File: config.mk
export PLATFORM = sky130hd
export DESIGN_NAME = alpha_over_pixel_compositor
export DESIGN_NICKNAME = d
export VERILOG_FILES = /design/src/rtl/aopc_pkg.sv /design/src/rtl/aopc_front.sv /design/src/rtl/aopc_div_cell.sv /design/src/rtl/alpha_over_pixel_compositor.sv
export SDC_FILE = /design/constraint.sdc
export NUM_CORES = 2
export LEC_CHECK = 0
export BUFFER_PORTS_ARGS = -buffer_cell sky130_fd_sc_hd__clkbuf_2
export CAP_MARGIN = 10
export CORE_UTILIZATION = 30
export DETAILED_ROUTE_END_ITERATION = 6
export GPL_TIMING_DRIVEN = 1
export SETUP_SLACK_MARGIN = 0.05
export SYNTH_ARGS = -nofsm -noshare
export SYNTH_HDL_FRONTEND = slang
export SYNTH_SLANG_ARGS = --single-unit
File: constraint.sdc
create_clock -name clk -period 12.5 [get_ports clk]
set_input_delay 1.875 -clock clk [delete_from_list [all_inputs] [get_ports clk]]
set_output_delay 1.875 -clock clk [all_outputs]
set_load 0.01 [all_outputs]
File: src/rtl/aopc_pkg.sv
// Types, constants and arithmetic helpers of the alpha-over pixel compositor.
package aopc_pkg;

	localparam int NCHAN = 3;
	localparam int NUM_W = 18;
	localparam int QBITS = 8;
	localparam logic [7:0] FULL_SCALE = 8'd255;
	localparam logic [7:0] HALF_ROUND = 8'd127;

	typedef enum logic [1:0] {
		MODE_PASS,
		MODE_SRC,
		MODE_BLEND
	} mode_t;

	typedef struct packed {
		logic [7:0] mask;
		logic [7:0] trans;
		logic [NCHAN-1:0][7:0] src;
		logic [NCHAN-1:0][7:0] dst;
		logic [7:0] da;
	} pix_t;

	typedef struct packed {
		logic [NCHAN-1:0][NUM_W-1:0] rem;
		logic [NCHAN-1:0][QBITS-1:0] q;
		logic [NCHAN-1:0] sat;
		logic [8:0] ao;
		mode_t mode;
		logic [NCHAN-1:0][7:0] src;
		logic [NCHAN-1:0][7:0] dst;
		logic [7:0] sa;
		logic [7:0] da;
	} cw_t;

	// Exact floor(x / 255) for x up to 65279, where the quotient fits in a byte.
	function automatic logic [7:0] div255_16(input logic [15:0] x);
		logic [16:0] t;
		t = 17'(x) + 17'(x >> 8) + 17'd1;
		return t[15:8];
	endfunction

	// Exact floor(x / 255) for a 24-bit value whose quotient fits in 16 bits: estimate, then correct by remainder.
	function automatic logic [15:0] div255_24(input logic [23:0] x);
		logic [23:0] q0;
		logic [25:0] t;
		logic [10:0] r;
		logic [1:0] c;
		q0 = 24'(x >> 8) + 24'(x >> 16);
		t = {2'b00, x} - ((26'(q0) << 8) - 26'(q0));
		r = t[10:0];
		c = 2'(r >= 11'd255) + 2'(r >= 11'd510) + 2'(r >= 11'd765);
		return 16'(q0 + 24'(c));
	endfunction

endpackage

File: src/rtl/aopc_front.sv
// Front pipeline: source alpha, result alpha, the blend numerators, saturation flags and the blend mode.
module aopc_front (
	input  logic          clk,
	input  logic          arst_n,
	input  logic          in_valid,
	input  aopc_pkg::pix_t in_pix,
	output logic          take,
	input  logic          dn_take,
	output logic          valid_s6,
	output aopc_pkg::cw_t word_s6
);
	import aopc_pkg::*;

	logic v1_q, v2_q, v3_q, v4_q, v5_q;
	logic e1, e2, e3, e4, e5, e6;

	pix_t pix_s1, pix_s2, pix_s3, pix_s4, pix_s5;
	logic [15:0] ma_s1;
	logic [7:0] sa_s2, sa_s3, sa_s4, sa_s5;
	logic [15:0] p_s3;
	logic [NCHAN-1:0][15:0] csa_s3, cdd_s3, csa_s4, cdd_s4;
	logic [NCHAN-1:0][23:0] x_s4;
	logic [8:0] ao_s4, ao_s5;
	logic [NCHAN-1:0][NUM_W-1:0] num_s5;
	logic [NCHAN-1:0][NUM_W-1:0] num_d;
	logic [NCHAN-1:0] sat_d;
	mode_t mode_d;

	assign e6 = !valid_s6 || dn_take;
	assign e5 = !v5_q || e6;
	assign e4 = !v4_q || e5;
	assign e3 = !v3_q || e4;
	assign e2 = !v2_q || e3;
	assign e1 = !v1_q || e2;
	assign take = e1;

	always_ff @(posedge clk or negedge arst_n) begin
		if (!arst_n) begin
			v1_q <= 1'b0;
			v2_q <= 1'b0;
			v3_q <= 1'b0;
			v4_q <= 1'b0;
			v5_q <= 1'b0;
			valid_s6 <= 1'b0;
		end else begin
			if (e1) v1_q <= in_valid;
			if (e2) v2_q <= v1_q;
			if (e3) v3_q <= v2_q;
			if (e4) v4_q <= v3_q;
			if (e5) v5_q <= v4_q;
			if (e6) valid_s6 <= v5_q;
		end
	end

	always_ff @(posedge clk) begin
		if (e1) begin
			pix_s1 <= in_pix;
			ma_s1 <= 16'(in_pix.mask) * 16'(FULL_SCALE - in_pix.trans);
		end
	end

	always_ff @(posedge clk) begin
		if (e2) begin
			pix_s2 <= pix_s1;
			sa_s2 <= div255_16(ma_s1 + 16'(HALF_ROUND));
		end
	end

	always_ff @(posedge clk) begin
		if (e3) begin
			pix_s3 <= pix_s2;
			sa_s3 <= sa_s2;
			p_s3 <= 16'(sa_s2) * 16'(pix_s2.da);
			for (int c = 0; c < NCHAN; c++) begin
				csa_s3[c] <= 16'(pix_s2.src[c]) * 16'(sa_s2);
				cdd_s3[c] <= 16'(pix_s2.dst[c]) * 16'(pix_s2.da);
			end
		end
	end

	always_ff @(posedge clk) begin
		if (e4) begin
			pix_s4 <= pix_s3;
			sa_s4 <= sa_s3;
			ao_s4 <= 9'(sa_s3) + 9'(pix_s3.da) - 9'(div255_16(p_s3 + 16'(HALF_ROUND)));
			csa_s4 <= csa_s3;
			cdd_s4 <= cdd_s3;
			for (int c = 0; c < NCHAN; c++) begin
				x_s4[c] <= 24'(cdd_s3[c]) * 24'(sa_s3);
			end
		end
	end

	always_ff @(posedge clk) begin
		if (e5) begin
			pix_s5 <= pix_s4;
			sa_s5 <= sa_s4;
			ao_s5 <= ao_s4;
			for (int c = 0; c < NCHAN; c++) begin
				num_s5[c] <= NUM_W'(csa_s4[c]) + NUM_W'(cdd_s4[c])
					- NUM_W'(div255_24(x_s4[c])) + NUM_W'(ao_s4 >> 1);
			end
		end
	end

	always_comb begin
		for (int c = 0; c < NCHAN; c++) begin
			num_d[c] = num_s5[c];
			sat_d[c] = num_s5[c] >= (NUM_W'(ao_s5) << QBITS);
		end
		if (sa_s5 == 8'd0) begin
			mode_d = MODE_PASS;
		end else if (pix_s5.da == 8'd0) begin
			mode_d = MODE_SRC;
		end else if (ao_s5 == 9'd0) begin
			mode_d = MODE_PASS;
		end else begin
			mode_d = MODE_BLEND;
		end
	end

	always_ff @(posedge clk) begin
		if (e6) begin
			word_s6.rem <= num_d;
			word_s6.q <= '0;
			word_s6.sat <= sat_d;
			word_s6.ao <= ao_s5;
			word_s6.mode <= mode_d;
			word_s6.src <= pix_s5.src;
			word_s6.dst <= pix_s5.dst;
			word_s6.sa <= sa_s5;
			word_s6.da <= pix_s5.da;
		end
	end

endmodule

File: src/rtl/aopc_div_cell.sv
// One restoring-division cell: settles one quotient bit for all three channels.
module aopc_div_cell #(
	parameter int BIT = 0
) (
	input  logic          clk,
	input  logic          arst_n,
	input  logic          in_valid,
	input  aopc_pkg::cw_t in_word,
	output logic          take,
	input  logic          dn_take,
	output logic          valid_q,
	output aopc_pkg::cw_t word_q
);
	import aopc_pkg::*;

	cw_t nxt;
	logic [NUM_W-1:0] dv;

	assign take = !valid_q || dn_take;
	assign dv = NUM_W'(in_word.ao) << BIT;

	always_comb begin
		nxt = in_word;
		for (int c = 0; c < NCHAN; c++) begin
			if (in_word.rem[c] >= dv) begin
				nxt.rem[c] = in_word.rem[c] - dv;
				nxt.q[c][BIT] = 1'b1;
			end
		end
	end

	always_ff @(posedge clk or negedge arst_n) begin
		if (!arst_n) begin
			valid_q <= 1'b0;
		end else if (take) begin
			valid_q <= in_valid;
		end
	end

	always_ff @(posedge clk) begin
		if (take) begin
			word_q <= nxt;
		end
	end

endmodule

File: src/rtl/alpha_over_pixel_compositor.sv
// Alpha-over pixel compositor: top level with front pipeline, divider chain and output register.
// An accepted word passes through six front stages, eight divider cells (one quotient
// bit each) and one output register to reach its result.
// Throughput is one word per cycle; bubbles close up, and a stalled output
// holds the pipeline only once every stage is full.
// Reset clears all valid flags asynchronously; payload registers are not reset.
module alpha_over_pixel_compositor (
	input  logic       clk,
	input  logic       arst_n,
	input  logic       in_valid,
	output logic       in_stall,
	input  logic [7:0] coverage_mask,
	input  logic [7:0] src_red,
	input  logic [7:0] src_green,
	input  logic [7:0] src_blue,
	input  logic [7:0] src_transparency,
	input  logic [7:0] dst_red,
	input  logic [7:0] dst_green,
	input  logic [7:0] dst_blue,
	input  logic [7:0] dst_alpha,
	output logic       out_valid,
	input  logic       out_stall,
	output logic [7:0] out_red,
	output logic [7:0] out_green,
	output logic [7:0] out_blue,
	output logic [7:0] out_alpha
);
	import aopc_pkg::*;

	pix_t pix;
	logic front_take;
	logic [QBITS:0] cv;
	cw_t cw [QBITS+1];
	logic [QBITS:0] ctake;
	logic out_take;
	logic [NCHAN-1:0][7:0] col_d;
	logic [7:0] oa_d;
	cw_t lw;

	assign pix.mask = coverage_mask;
	assign pix.trans = src_transparency;
	assign pix.src = {src_blue, src_green, src_red};
	assign pix.dst = {dst_blue, dst_green, dst_red};
	assign pix.da = dst_alpha;

	assign in_stall = !front_take;

	aopc_front u_front (
		.clk      (clk),
		.arst_n   (arst_n),
		.in_valid (in_valid),
		.in_pix   (pix),
		.take     (front_take),
		.dn_take  (ctake[0]),
		.valid_s6 (cv[0]),
		.word_s6  (cw[0])
	);

	for (genvar i = 0; i < QBITS; i++) begin : g_cell
		aopc_div_cell #(.BIT(QBITS - 1 - i)) u_cell (
			.clk      (clk),
			.arst_n   (arst_n),
			.in_valid (cv[i]),
			.in_word  (cw[i]),
			.take     (ctake[i]),
			.dn_take  (ctake[i+1]),
			.valid_q  (cv[i+1]),
			.word_q   (cw[i+1])
		);
	end

	assign out_take = !out_valid || !out_stall;
	assign ctake[QBITS] = out_take;
	assign lw = cw[QBITS];

	always_comb begin
		col_d = lw.dst;
		oa_d = lw.da;
		unique case (lw.mode)
			MODE_SRC: begin
				col_d = lw.src;
				oa_d = lw.sa;
			end
			MODE_BLEND: begin
				for (int c = 0; c < NCHAN; c++) begin
					col_d[c] = lw.sat[c] ? FULL_SCALE : lw.q[c];
				end
				oa_d = lw.ao[8] ? FULL_SCALE : lw.ao[7:0];
			end
			default: begin
				col_d = lw.dst;
				oa_d = lw.da;
			end
		endcase
	end

	always_ff @(posedge clk or negedge arst_n) begin
		if (!arst_n) begin
			out_valid <= 1'b0;
		end else if (out_take) begin
			out_valid <= cv[QBITS];
		end
	end

	always_ff @(posedge clk) begin
		if (out_take) begin
			out_red <= col_d[0];
			out_green <= col_d[1];
			out_blue <= col_d[2];
			out_alpha <= oa_d;
		end
	end

endmodule

Word level (Yosys, flattened, before mapping)
Cells that the tools add are included.
- muxes and demuxes: 29
- equality and inequality tests: 2
- multiply operators: 11
- add/sub/neg operators: 57
- reductions and logical operators: 36
- order comparisons: 36
- operator list (cell ; number):
    $mux 18 ; 21
    $mul 8x8->16 ; 7
    $sub 18x16->18 ; 6
    $add 16x8->16 ; 5
    $mul 16x8->24 ; 3
    $sub 11x11->11 ; 6
    $add 18x8->18 ; 3
    $ge 18x10->1 ; 3
    $ge 18x11->1 ; 3
    $ge 18x12->1 ; 3
    $ge 18x13->1 ; 3
    $ge 18x14->1 ; 3
    $ge 18x15->1 ; 3
    $ge 18x16->1 ; 3
    $ge 18x17->1 ; 3
    $ge 18x9->1 ; 3
    $sub 18x10->18 ; 3
    $sub 18x11->18 ; 3
    $sub 18x12->18 ; 3
    $sub 18x13->18 ; 3
    $sub 18x14->18 ; 3
    $sub 18x15->18 ; 3
    $add 16x16->17 ; 3
    $add 16x2->16 ; 3
    other kinds (23) ; 69
- output and inout bits: 34
- input port bits: 76
- register bits after elaboration: 1969
- word-level logic and storage cells: 420

Depth between registers and ports, before layout
- depth after elaboration: 17
- gate-level depth with buffers: 36
- mapped depth without buffers: 36

Cells and area by module
From an unflattened synthesis, not the netlist that was laid out.
- cells, all modules: 9185
- area total of the unflattened synthesis: 118441.1 µm²
- modules (own cells, without submodules) (module ; times used ; seq. area each (µm²) ; area each (µm²) ; cells each):
    aopc_front ; 1 ; 24533.5 ; 63146.8 ; 5502
    aopc_div_cell at g_cell[7].u_cell ; 1 ; 4709.5 ; 6881.6 ; 476
    aopc_div_cell at g_cell[4].u_cell ; 1 ; 4709.5 ; 6754.0 ; 450
    aopc_div_cell at g_cell[5].u_cell ; 1 ; 4709.5 ; 6754.0 ; 443
    aopc_div_cell at g_cell[6].u_cell ; 1 ; 4709.5 ; 6732.7 ; 445
    aopc_div_cell at g_cell[3].u_cell ; 1 ; 4709.5 ; 6687.7 ; 436
    aopc_div_cell at g_cell[2].u_cell ; 1 ; 4709.5 ; 6613.8 ; 434
    aopc_div_cell at g_cell[0].u_cell ; 1 ; 4709.5 ; 6538.8 ; 393
    aopc_div_cell at g_cell[1].u_cell ; 1 ; 4709.5 ; 6521.3 ; 425
    alpha_over_pixel_compositor ; 1 ; 985.9 ; 1810.5 ; 181

Least setup slack after synthesis
No wires, ideal clock.
- path kind: input port to flip-flop
- from: input port out_stall
- to: register u_front.ao_s4[0] (enable)
- stages: 8
- buffers on the path: 0
- setup time: 0.613 ns
- data required time: 11.887 ns
- arrival: 10.194 ns
- setup slack: 1.693 ns
- cell sequence: and3_1 > inv_1 > nor2_1 > and2_1 > and3_1 > and2_1 > and3_1 > nand2_1
- word-level cells in the longest chain between the ends: 13
- ends and longest elaborated chain (item ; line ; RTL):
    start, declared ; alpha_over_pixel_compositor.sv:22 ; input logic out_stall,
    $logic_not 1->1 ; alpha_over_pixel_compositor.sv:72 ; assign out_take = !out_valid || !out_stall;
    $logic_or 1x1->1 ; alpha_over_pixel_compositor.sv:72 ;
    $logic_or 1x1->1 ; aopc_div_cell.sv:19 ; assign take = !valid_q || dn_take;
    named net g_cell[6].u_cell.dn_take ; aopc_div_cell.sv:10 ; input logic dn_take,
    $logic_or 1x1->1 (7 in a row) ; aopc_div_cell.sv:19 ;
    $logic_or 1x1->1 ; aopc_front.sv:29 ; assign e6 = !valid_s6 || dn_take;
    $logic_or 1x1->1 ; aopc_front.sv:30 ; assign e5 = !v5_q || e6;
    $logic_or 1x1->1 ; aopc_front.sv:31 ; assign e4 = !v4_q || e5;
    named net u_front.e4 ; aopc_front.sv:15 ; logic e1, e2, e3, e4, e5, e6;
    end signal, assigned ; aopc_front.sv:85 ; ao_s4 <= 9'(sa_s3) + 9'(pix_s3.da) - 9'(div255_16(p_s3 + 16'(HALF_ROUND)));
    end, declared ; aopc_front.sv:23 ; logic [8:0] ao_s4, ao_s5;
The timed path passes the listed nets, and every way through them passes these cells.
A chain may end at the register's enable or synchronous reset.

Worst setup path after layout
- from: register u_front.x_s4[40] (netlist bit)
- to: register u_front.num_s5 (netlist bit u_front.num_d[34]) (data pin)
- word-level cells in the longest chain between the ends: 9
- elaborated cells between the ends (all ways): 11
- those cells by class: 8 x add/sub; 3 x order compare
- ends and longest elaborated chain (item ; line ; RTL):
    start, declared ; aopc_front.sv:22 ; logic [NCHAN-1:0][23:0] x_s4;
    start signal, assigned by index ; aopc_front.sv:89 ; x_s4[c] <= 24'(cdd_s3[c]) * 24'(sa_s3);
    $add 16x8->16 * ; aopc_pkg.sv:49 ; q0 = 24'(x >> 8) + 24'(x >> 16);
    $sub 11x11->11 (2 in a row) ; aopc_pkg.sv:50 ; t = {2'b00, x} - ((26'(q0) << 8) - 26'(q0));
    $ge 11x8->1 or $ge 11x9->1 (tied branches) ; aopc_pkg.sv:52 ; c = 2'(r >= 11'd255) + 2'(r >= 11'd510) + 2'(r >= 11'd765);
    $add 1x1->2 ; aopc_pkg.sv:52 ;
    $add 2x1->2 ; aopc_pkg.sv:52 ;
    $add 16x2->16 * ; aopc_pkg.sv:53 ; return 16'(q0 + 24'(c));
    $sub 18x16->18 * ; aopc_front.sv:101 ; - NUM_W'(div255_24(x_s4[c])) + NUM_W'(ao_s4 >> 1);
    $add 18x8->18 * ; aopc_front.sv:101 ;
    end signal, assigned by index ; aopc_front.sv:100 ; num_s5[c] <= NUM_W'(csa_s4[c]) + NUM_W'(cdd_s4[c])
    end, declared ; aopc_front.sv:24 ; logic [NCHAN-1:0][NUM_W-1:0] num_s5;
Every way passes the cells marked *; elsewhere a longest branch is shown, timed or not.

==> impl_results.md <==
* Synth area leaders: edfxtp_1 (52%), fa_1 (11%), ha_1 (10%)
* Vias per inst at roughly 4.5
* Final Hold Vio Count at 0
* Worst-margin pin slew at 1070 ps
* Final setup vio count at 0
* RR Startpoint: u_front.x_s4[40]
* Largest net degree at the start of global routing at 160
* Core ar. at between 0.3 and 0.4 mm²
* Post-CTS setup buffers at 0
* Sinks on Clock Net at 1969
* I/O pins at 110
* Worst endpoint required time at 13100 ps
* Crit. Startpoint: u_front.x_s4[40]
* Routability cong. at 0.860
* Via count at between 60000 and 70000
* Period utilisation layout at 0.673
* Worst hold path depth at 0
* # fillers at approximately 36000
* Grt total ovfl at 0
* First-pass DRT Iterations at 6
* FF+latch count, synth at 1969
* Most frequent cell after synthesis: edfxtp_1
* Initial antenna violation count at 10
* CP Max Fanout at 7
* H-tree Lvls at 4
* Syn Area/Cell at approximately 13 µm²
* Port Buf Inserts at roughly 110
* Layout Skew at 108 ps
* Starting Density at 0.302
* Status: completed
* Drt wl/cell at about 17 µm
* Min-delay src: u_front.pix_s3[33]
* R2R Path End: u_front.num_d[34]
* Type of the worst setup path: register to register
* Async SR Flop Fraction at 0.00762
* Final nets at ~11000
* Max_cap viols at 0
* Worst-case reg-to-reg path depth at 33
* Rel. slew slack at 0.287
* Net Count, Synth at about 10000
* EDFF count, synth at 1954
* Site row count at ~220
* Largest incremental delay on the critical path at ~540 ps
* Synth Warn # at 0
* Largest area contributor in the netlist: edfxtp_1
* Drc violations at 0
* Final ANT Viol Nets at 0
* All-Layer GR Usage at 0.126
* Synthesized netlist cell count at 8835
* F_max at roughly 0.12 GHz
* Die Area at 0.375 mm²
* Layout cells sized above 1 at 0.0649
* CTS Root Cell: clkbuf_16
* Hold Path Sink: u_front.pix_s4[33]
* Width of the die at between 600 and 700 µm
* Crit path top cell by count: ha_1
* Synth top area share at 0.524
* CTS tree: built
* Post-detail-place hpwl at ~180000 µm
* Final number of max-transition violations at 0
* Area growth from synthesis to layout at 11.7%
* Synth top cells by count: edfxtp_1 (1954), inv_1 (1047), ha_1 (897)
* Worst-path clk slew at 70 ps
* First-pass GRT wire length at approximately 370000 µm
* Critical path arrival at roughly 9000 ps
* Final critical-path required period at about 8400 ps
* Vias in the first global route at 64100
* WL final at roughly 240000 µm
* R2r setup slk at approximately 4000 ps
* Setup TNS at 0 ps
* WHS at around 320 ps
* Seq/Total Area, Yosys at 0.528
* CTS Buffer Depth at 4
* Critical Path Sink Type: register
* Worst skew pair latency at 890 ps
* PostCTS Resize Cnt at 0
* Cell Area, Synth at 0.112 mm²
* Die height at about 610 µm
* Synth unique cells at a little over 90
* Num CTS Buffers at between 150 and 200
* Unrepaired setup endpoints after global routing: no
* Worst hold path type: register to register
* CTS hold repair buffers at 0
* Slowest-stage cell, CP: nor4b_1
* Critical Path Start Type: register
* Initial DRC count at between 4000 and 5000
* Post-synth top flop: edfxtp_1
-- per-stage QoR --
stage               utilization  std cells  area (µm²)  setup WS (ps)
floorplan                     -       8835      112000           1690
detailed placement        0.321      13800      119000           4090
finish                    0.338      14200      125000           4090
global route              0.338      14200      125000           3350
CTS                       0.338      14200      125000           4070
global placement          0.321      13800      119000           4060
-- worst max path at each step --
stage	end	slack, ps	cells after the start
6_report	u_front.num_d[34]	4090	33
5_1_grt	u_front.num_d[34]	3350	33
4_1_cts	u_front.num_d[35]	4070	35
3_5_place_dp	u_front.num_d[35]	4090	35
3_3_place_gp	u_front.num_d[35]	4060	35
2_1_floorplan	u_front.ao_s4[0]	1690	8
-- cells by family after synthesis --
group,share of synthesized area
flops,0.528
simple gates,0.107
fa+ha+maj,0.209
buf+inv,0.0398
mux,0.00746
xor+xnor,0.0437
compound gates,0.0651
-- critical path: cells and delay by family (launching register included) --
family,cells,cell delay [ps]
simple gates,8,2150
flops,1,480
xor+xnor,4,770
buf+inv,2,110
compound gates,11,2210
fa+ha+maj,8,2430
-- flip-flops by register name (all words and copies together) (netlist names), 9 cells and up --
| name | count |
|---|---|
| u_front.x_s4 | 72 |
| u_front.ao_s4 | 9 |
| u_front.pix_s1 | 56 |
| u_front.num_d | 54 |
| u_front.ao_s5 | 9 |
| u_front.pix_s4 | 56 |
| u_front.csa_s4 | 48 |
| u_front.pix_s2 | 56 |
| g_cell.u_cell.word_q | 1110 |
| u_front.pix_s3 | 56 |
| u_front.word_s6 | 132 |
| u_front.p_s3 | 16 |
| u_front.cdd_s4 | 48 |
| u_front.ma_s1 | 16 |
| u_front.cdd_s3 | 48 |
| u_front.pix_s5 | 56 |
| u_front.csa_s3 | 48 |
-- area by class of cell --
cell class	instances	area, µm²	area share
Sequential cell	1969	59100	0.473
Clock inverter	111	1100	0.00878
Inverter	1048	3960	0.0317
Multi-Input combinational cell	5683	48500	0.388
Timing Repair Buffer	168	1010	0.00811
Clock buffer	237	5170	0.0414
Antenna cell	4	10.0	0.0000801
Tap cell	4950	6190	0.0496
-- per-layer routing --
layer | global-route usage | wire, µm
met5 | 0 | 0
met4 | 0.0363 | 6620
met3 | 0.0170 | 10100
met2 | 0.202 | 107000
met1 | 0.178 | 114000
-- cells in the final DEF (no fill, tap or decap), types with 68 or more instances in the layout --
master     netlist  routed
inv_1         1047    1041
nor2b_1        116     116
nor3_1         104     104
xor2_1         201     201
a21o_1         119     119
edfxtp_1      1954    1954
xnor2_1        352     352
nand3_1        101      99
ha_1           897     897
nor2_1         398     398
fa_1           608     608
clkbuf_16        0     199
nand2b_1       120     120
nand2_1        792     787
and2_1         451     451
clkbuf_2         0     109
a21oi_1        310     310
o21ai_0        313     313
nor4_1          71      68
Power is left out: the tool's default activity adds up to more than one toggle a clock period on the data nets, which glitch-free logic cannot reach.
